### config.mk
export PLATFORM = sky130hd
export DESIGN_NAME = humidity_temp_frame_check_convert_unit
export DESIGN_NICKNAME = d
export VERILOG_FILES = /design/src/hw/rtl/htfc_pkg.sv /design/src/hw/rtl/humidity_temp_frame_check_convert_unit.sv
export SDC_FILE = /design/constraint.sdc
export NUM_CORES = 2
export LEC_CHECK = 0
export BUFFER_PORTS_ARGS = -buffer_cell sky130_fd_sc_hd__buf_2
export CORE_AREA = 2 2 264 396
export CTS_CLUSTER_SIZE = 20
export DETAILED_ROUTE_END_ITERATION = 16
export DIE_AREA = 0 0 266 398
export PLACE_DENSITY = 0.51
export RECOVER_POWER = 50
export SLEW_MARGIN = 20
export SYNTH_ARGS = -nofsm -noshare
export SYNTH_HDL_FRONTEND = slang
export SYNTH_SLANG_ARGS = --single-unit
### constraint.sdc
create_clock -name clk -period 8.5 [get_ports clk]
set_input_delay 0.425 -clock clk [delete_from_list [all_inputs] [get_ports clk]]
set_output_delay 0.425 -clock clk [all_outputs]
set_load 0.02 [all_outputs]
### src/hw/rtl/htfc_pkg.sv
`default_nettype none
// ----------------------------------------------------------------------------
// htfc_pkg: shared definitions for the sensor frame check and convert unit
// Error codes, scaling constants and the CRC-8 (poly 0x31) byte update.
// ----------------------------------------------------------------------------
package htfc_pkg;

    // Result error codes
    typedef enum logic [1:0] {
        ERR_OK     = 2'd0,
        ERR_STATUS = 2'd1,
        ERR_CRC    = 2'd2
    } err_code_t;

    // Channel kinds
    localparam logic KIND_HUM  = 1'b0;
    localparam logic KIND_TEMP = 1'b1;

    // CRC-8 polynomial x^8+x^5+x^4+1 and status mask
    localparam logic [7:0] CRC_POLY    = 8'h31;
    localparam logic [1:0] STATUS_BITS = 2'b11;

    // Gain split as gain = FULL_SCALE * quot + rem, with FULL_SCALE = 65535
    localparam logic [15:0] FULL_SCALE = 16'd65535;
    localparam logic [11:0] HUM_QUOT   = 12'd1907;
    localparam logic [14:0] HUM_REM    = 15'd24755;
    localparam logic [11:0] TEMP_QUOT  = 12'd2681;
    localparam logic [14:0] TEMP_REM   = 15'd20665;

    // Offsets in micro-units
    localparam logic [27:0] HUM_OFFSET  = 28'd6000000;
    localparam logic [27:0] TEMP_OFFSET = 28'd46850000;

    // Split into whole and millionths: floor(2^40 / 1e6) as reciprocal
    localparam logic [19:0] MICRO_SCALE = 20'd1000000;
    localparam logic [20:0] MICRO_RECIP = 21'd1099511;
    localparam int          RECIP_SHIFT = 40;

    // One byte of CRC-8, MSB first
    function automatic logic [7:0] crc8_byte(input logic [7:0] crc_in,
                                             input logic [7:0] data);
        logic [7:0] crc;
        crc = crc_in ^ data;
        for (int b = 0; b < 8; b++)
        begin
            if (crc[7])
                crc = {crc[6:0], 1'b0} ^ CRC_POLY;
            else
                crc = {crc[6:0], 1'b0};
        end
        return crc;
    endfunction

endpackage
`default_nettype wire

### src/hw/rtl/humidity_temp_frame_check_convert_unit.sv
`default_nettype none
// ----------------------------------------------------------------------------
// humidity_temp_frame_check_convert_unit: sensor frame check and convert
// Checks a three-byte humidity or temperature frame (status bits, CRC-8)
// and scales the raw word to a signed whole part and millionths part.
// ----------------------------------------------------------------------------
// The unit takes one frame per clock when the output side is ready and
// returns one result per frame, in order. It has seven register stages:
// input register, gain products, the division by 65535, offset and
// magnitude, the reciprocal product for the split by one million, the
// remainder, and the result register. Each stage moves on as soon as the
// stage after it has room, so a stalled output only holds the frames
// behind it.
module humidity_temp_frame_check_convert_unit (
    input  wire logic        clk,
    input  wire logic        rst_n,
    input  wire logic        s_axis_tvalid,
    output      logic        s_axis_tready,
    // [7:0] data_high, [15:8] data_low, [23:16] check_byte
    input  wire logic [23:0] s_axis_tdata,
    // [0] kind
    input  wire logic        s_axis_tuser,
    output      logic        m_axis_tvalid,
    input  wire logic        m_axis_tready,
    // [1:0] error_code, [17:2] raw_word, [26:18] whole_part, [47:27] micro_part
    output      logic [47:0] m_axis_tdata
);
    import htfc_pkg::*;

    localparam int NSTG = 7;

    // Stage handshake
    logic [NSTG-1:0] valid_reg;
    logic [NSTG-1:0] valid_next;
    logic [NSTG-1:0] take;

    // Stage 0: input register
    logic        kind0_reg;
    logic [7:0]  hi0_reg;
    logic [7:0]  lo0_reg;
    logic [7:0]  chk0_reg;

    // Stage 1: checks and gain products
    logic [1:0]  err1_reg,  err1_next;
    logic [15:0] raw1_reg,  raw1_next;
    logic        kind1_reg;
    logic [27:0] pa1_reg,   pa1_next;
    logic [30:0] pb1_reg,   pb1_next;

    // Stage 2: quotient by 65535
    logic [1:0]  err2_reg;
    logic [15:0] raw2_reg;
    logic        kind2_reg;
    logic [27:0] q2_reg,    q2_next;

    // Stage 3: offset, sign and magnitude
    logic [1:0]  err3_reg;
    logic [15:0] raw3_reg;
    logic        neg3_reg,  neg3_next;
    logic [26:0] mag3_reg,  mag3_next;

    // Stage 4: whole estimate
    logic [1:0]  err4_reg;
    logic [15:0] raw4_reg;
    logic        neg4_reg;
    logic [26:0] mag4_reg;
    logic [7:0]  w4_reg,    w4_next;

    // Stage 5: remainder
    logic [1:0]  err5_reg;
    logic [15:0] raw5_reg;
    logic        neg5_reg;
    logic [7:0]  w5_reg;
    logic [20:0] r5_reg,    r5_next;

    // Stage 6: result register
    logic [1:0]  err6_reg,  err6_next;
    logic [15:0] raw6_reg;
    logic [8:0]  whole6_reg, whole6_next;
    logic [20:0] micro6_reg, micro6_next;

    // Backpressure: a stage takes a new request when empty or emptying
    always_comb
    begin
        logic go;
        take[NSTG-1] = !valid_reg[NSTG-1] || m_axis_tready;
        for (int i = NSTG - 2; i >= 0; i--)
        begin
            go = valid_reg[i] && take[i+1];
            take[i] = !valid_reg[i] || go;
        end
        for (int i = 0; i < NSTG; i++)
        begin
            if (take[i])
                valid_next[i] = (i == 0) ? s_axis_tvalid : valid_reg[(i == 0) ? 0 : i - 1];
            else
                valid_next[i] = valid_reg[i];
        end
    end

    assign s_axis_tready = take[0];
    assign m_axis_tvalid = valid_reg[NSTG-1];

    always_ff @(posedge clk or negedge rst_n)
    begin
        if (!rst_n)
            valid_reg <= '0;
        else
            valid_reg <= valid_next;
    end

    // Stage 1: status test, CRC and the two gain products
    always_comb
    begin
        logic [7:0]  crc;
        logic [11:0] gq;
        logic [14:0] gr;
        crc = crc8_byte(crc8_byte(8'h00, hi0_reg), lo0_reg);
        if (lo0_reg[1:0] == STATUS_BITS)
            err1_next = ERR_STATUS;
        else if (crc != chk0_reg)
            err1_next = ERR_CRC;
        else
            err1_next = ERR_OK;
        raw1_next = {hi0_reg, lo0_reg};
        gq = (kind0_reg == KIND_TEMP) ? TEMP_QUOT : HUM_QUOT;
        gr = (kind0_reg == KIND_TEMP) ? TEMP_REM  : HUM_REM;
        pa1_next = {16'd0, gq} * {12'd0, raw1_next};
        pb1_next = {16'd0, gr} * {15'd0, raw1_next};
    end

    // Stage 2: floor(pb / 65535) = hi + carry, hi + lo below twice 65535
    always_comb
    begin
        logic [16:0] s;
        logic        inc;
        s   = {2'd0, pb1_reg[30:16]} + {1'b0, pb1_reg[15:0]};
        inc = (s >= {1'b0, FULL_SCALE});
        q2_next = pa1_reg + {13'd0, pb1_reg[30:16]} + {27'd0, inc};
    end

    // Stage 3: subtract offset, split into sign and magnitude
    always_comb
    begin
        logic [28:0] v;
        logic [27:0] off;
        off = (kind2_reg == KIND_TEMP) ? TEMP_OFFSET : HUM_OFFSET;
        v = {1'b0, q2_reg} - {1'b0, off};
        neg3_next = v[28];
        mag3_next = neg3_next ? 27'(-v) : v[26:0];
    end

    // Stage 4: whole estimate by reciprocal, low by at most one
    always_comb
    begin
        logic [47:0] prod;
        prod = {21'd0, mag3_reg} * {27'd0, MICRO_RECIP};
        w4_next = prod[RECIP_SHIFT +: 8];
    end

    // Stage 5: remainder against the estimate
    always_comb
    begin
        logic [27:0] wm;
        logic [26:0] r;
        wm = {20'd0, w4_reg} * {8'd0, MICRO_SCALE};
        r = mag4_reg - wm[26:0];
        r5_next = r[20:0];
    end

    // Stage 6: correct estimate, restore sign, zero on error
    always_comb
    begin
        logic [7:0]  w;
        logic [20:0] r;
        w = w5_reg;
        r = r5_reg;
        if (r >= {1'b0, MICRO_SCALE})
        begin
            w = w + 8'd1;
            r = r - {1'b0, MICRO_SCALE};
        end
        err6_next = err5_reg;
        if (err5_reg != ERR_OK)
        begin
            whole6_next = '0;
            micro6_next = '0;
        end
        else if (neg5_reg)
        begin
            whole6_next = -{1'b0, w};
            micro6_next = -r;
        end
        else
        begin
            whole6_next = {1'b0, w};
            micro6_next = r;
        end
    end

    // Advance payload where a stage takes a request
    always_ff @(posedge clk)
    begin
        if (take[0])
        begin
            kind0_reg <= s_axis_tuser;
            hi0_reg   <= s_axis_tdata[7:0];
            lo0_reg   <= s_axis_tdata[15:8];
            chk0_reg  <= s_axis_tdata[23:16];
        end
        if (take[1])
        begin
            err1_reg  <= err1_next;
            raw1_reg  <= raw1_next;
            kind1_reg <= kind0_reg;
            pa1_reg   <= pa1_next;
            pb1_reg   <= pb1_next;
        end
        if (take[2])
        begin
            err2_reg  <= err1_reg;
            raw2_reg  <= raw1_reg;
            kind2_reg <= kind1_reg;
            q2_reg    <= q2_next;
        end
        if (take[3])
        begin
            err3_reg <= err2_reg;
            raw3_reg <= raw2_reg;
            neg3_reg <= neg3_next;
            mag3_reg <= mag3_next;
        end
        if (take[4])
        begin
            err4_reg <= err3_reg;
            raw4_reg <= raw3_reg;
            neg4_reg <= neg3_reg;
            mag4_reg <= mag3_reg;
            w4_reg   <= w4_next;
        end
        if (take[5])
        begin
            err5_reg <= err4_reg;
            raw5_reg <= raw4_reg;
            neg5_reg <= neg4_reg;
            w5_reg   <= w4_reg;
            r5_reg   <= r5_next;
        end
        if (take[6])
        begin
            err6_reg   <= err6_next;
            raw6_reg   <= raw5_reg;
            whole6_reg <= whole6_next;
            micro6_reg <= micro6_next;
        end
    end

    assign m_axis_tdata = {micro6_reg, whole6_reg, raw6_reg, err6_reg};

endmodule
`default_nettype wire

==> summary.md <==
| Metric | Value |
|---|---|
| Worst clock skew | between 20 and 30 ps |
| Initial antenna violation count | 0 |
| Cell with the most instances after synthesis | inv_1 |
| Post-Synth Adder-Cell Area | roughly two fifths |
| DR iter-0 viols | approximately 940 |
| CP peak stage delay | about 830 ps |
| CP max FO | 11 |
| Detailed-route DRC error count | 0 |
| Synthesized area | roughly 0.036 sq mm |
| Sequential share of the synthesized area | roughly 29% |
| GRT Total Usage | between 10% and 20% |
| Share of the synthesized area in the top cell type | ~28% |
| Synthesized area per cell | about 11 sq um |
| Placer Congestion | slightly above 0.9 |
| Multiplexer share of the synthesized area | less than 1% |
| Post-synthesis compound-gate area fraction | under 10% |
| Dpl hpwl | ~76 mm |
| Pin count of the biggest net entering global routing | 76 |
| Boundary pin count | 79 |
| Max Root-Sink Buffers | 3 |
| Die Wd | approximately 270 microns |
| Initial DRT Pass Iterations | 5 |
| Largest area contributor in the netlist | edfxtp_1 |
| Max Slew Vio Count | 150 |
| N_diodes | 0 |
| First-pass GRT wire length | 140 mm |
| Core area | 0.102 sq mm |
| Hold crit path type | input port to register |
| Number of buffers added on ports | 78 |
| Setup Viol. Count Final | 0 |
| Cell Rows | between 100 and 150 |
| Vias in the first global route | 25100 |
| Max transition margin | -108% |
| Clk_lat worst skew | between 500 and 600 ps |
| Post-CTS Resized | 0 |
| Setup TNS | 0 ps |
| Worst EP arrival | 7610 ps |
| Critical path capture point type | register |
| Final hold vios | 0 |
| Fin crit period | between 7000 and 8000 ps |
| Starting Density | between 30% and 40% |
| Primary FF master, synth | edfxtp_1 |
| Num Clock Sinks | 343 |
| Max-cap viol count | 3 |
| Total grt overflow | 0 |
| Failing checks | capacitance limit, slew limit |
| CP Capture Point | w4_reg[0] |
| Slowest cell on crit path | clkbuf_1 |
| Worst-path cell chain | clkbuf_1 > ha_1 > xor2_1 > xnor2_1 > fa_1 > inv_1 > fa_1 > ha_1 > fa_1 > inv_1 > fa_1 > inv_1 > ha_1 > nand4_1 > nor3_1 > a221oi_1 > or4b_2 > o211ai_1 > a21oi_1 > o41ai_1 > xnor2_1 |
| Avg WL per Cell | between 15 and 20 microns |
| Crit path launch type | register |
| YS warnings | 0 |
| Async S/R FF share, synth | under 10% |
| WP data required | slightly below 9000 ps |
| Die area | ~0.11 sq mm |
| Root Buffer | clkbuf_16 |
| Post-synth EDFFs | around 340 |
| R2R setup slack | ~1200 ps |
| Final wirelength | about 90 mm |
| Most used cell, CP | fa_1 |
| CTS tree | yes |
| Crit path kind | register to register |
| H-Tree Depth | 2 |
| Top cells by area, synth | edfxtp_1, fa_1, ha_1 |
| Vias post-DR | 23100 |
| Synth Area in Simple Gates | 7.76% |
| Nets | about 4300 |
| Die H | 398 microns |
| Largest family of logic cells by synthesized area | adder cells |
| XOR/XNOR Fraction of Synth Area | under 10% |
| Worst r2r path cells | 21 |
| Status | finished with violations |
| DRT antenna net count | 0 |
| RSZ-0062 raised after global routing | no |
| Vias per Instance | 4.91 |
| Crit path from | mag3_reg[9] |
| Total CTS buffers | 41 |
| Area Overhead vs Synth | 10.2% |
| Yosys reg bits | about 340 |
| Reg-to-Reg End | w4_reg[0] |
| Fmax achieved | between 0.1 and 0.15 GHz |
| Commonest cells post-synth | inv_1, ha_1, fa_1 |
| Tcrit/Tclk final | a little under nine tenths |
| Post-synthesis cell count | approximately 3200 |
| Worst slew pin tran | between 3000 and 4000 ps |
| Clock Pin Slew Worst Setup and Hold Paths | around 60 ps |
| R2R Path Start | mag3_reg[9] |
| Layout cells sized above 1 | 4.42% |
| Synth cell types | 89 |
==> kinds of logic after synthesis <==
kind of cell / Yosys count
and+or+nand+nor: 538
muxes: 17
buffers and inverters: 667
xor gates and xnor gates: 266
adders and majority gates: 918
other: 1
AOI/OAI and AO/OA: 491
DFF: 343
==> worst min path at each step <==
stage,cells after the start,slack (ps),start,endpoint
after floorplan,0,130,rst_n,valid_reg[0]
after global placement,1,260,rst_n,valid_reg[6]
after detailed placement,1,270,rst_n,valid_reg[6]
after CTS,1,8,s_axis_tdata[6],hi0_reg[6]
after global routing,1,40,s_axis_tdata[6],hi0_reg[6]
final,1,60,s_axis_tdata[6],hi0_reg[6]
==> stage by stage <==
step	hold WS, ps	util [%]	cell area [sq um]	worst slack, ps	std cells
after detailed placement	269	36.8	37700	1480	4610
after global routing	39.4	38.4	39300	882	4710
after floorplan	129	-	35700	2290	3242
after global placement	263	36.8	37700	1500	4610
final	60.5	38.4	39300	1180	4710
after CTS	7.53	38.5	39400	1460	4710
==> final cells by class <==
class	instances	area, sq um
clock buffers	47	1050
clock inverters	28	413
fillers	10200	63000
inverters	621	2330
multi-input cells	2232	22900
flip-flops and latches	343	10300
well taps	1314	1640
repair buffers	125	706
==> routing by layer <==
| layer | part of all wire [%] | GRT usage (%) | vias up |
|---|---|---|---|
| met4 | 5.5 | 8.62 | 0 |
| met3 | 2.1 | 1.60 | 178 |
| li1 | - | - | 11300 |
| met5 | 0 | 0 | - |
| met2 | 56 | 34.6 | 335 |
| met1 | 36 | 17.9 | 11300 |
==> cells in the final DEF, fill, tap and decap left out, types with 79 or more instances in the layout <==
| cell | Yosys | layout |
|---|---|---|
| fa_1 | 367 | 367 |
| a21oi_1 | 114 | 114 |
| nand2_1 | 108 | 106 |
| nor2_1 | 125 | 125 |
| inv_1 | 620 | 619 |
| ha_1 | 551 | 551 |
| edfxtp_1 | 336 | 336 |
| o21ai_0 | 79 | 79 |
| xnor2_1 | 173 | 173 |
| xor2_1 | 93 | 93 |
==> worst max-delay path, delay by kind of cell (launching register included) <==
family                   cells  cell delay [ps]
AND/OR/NAND/NOR              3             1020
XOR/XNOR                     3              690
flip-flops                   1              320
AO/OA/AOI/OAI                4              900
buffers and inverters        4             1030
adder cells (fa/ha/maj)      7             3070
==> repair_timing <==
action                     CTS  global route
setup endpoints to repair    0             0
hold endpoints to repair    31             0
hold buffers                25             0
setup buffers                0             0
Power is left out: the tool's default activity adds up to more than one toggle a clock period on the data nets, which glitch-free logic cannot reach.
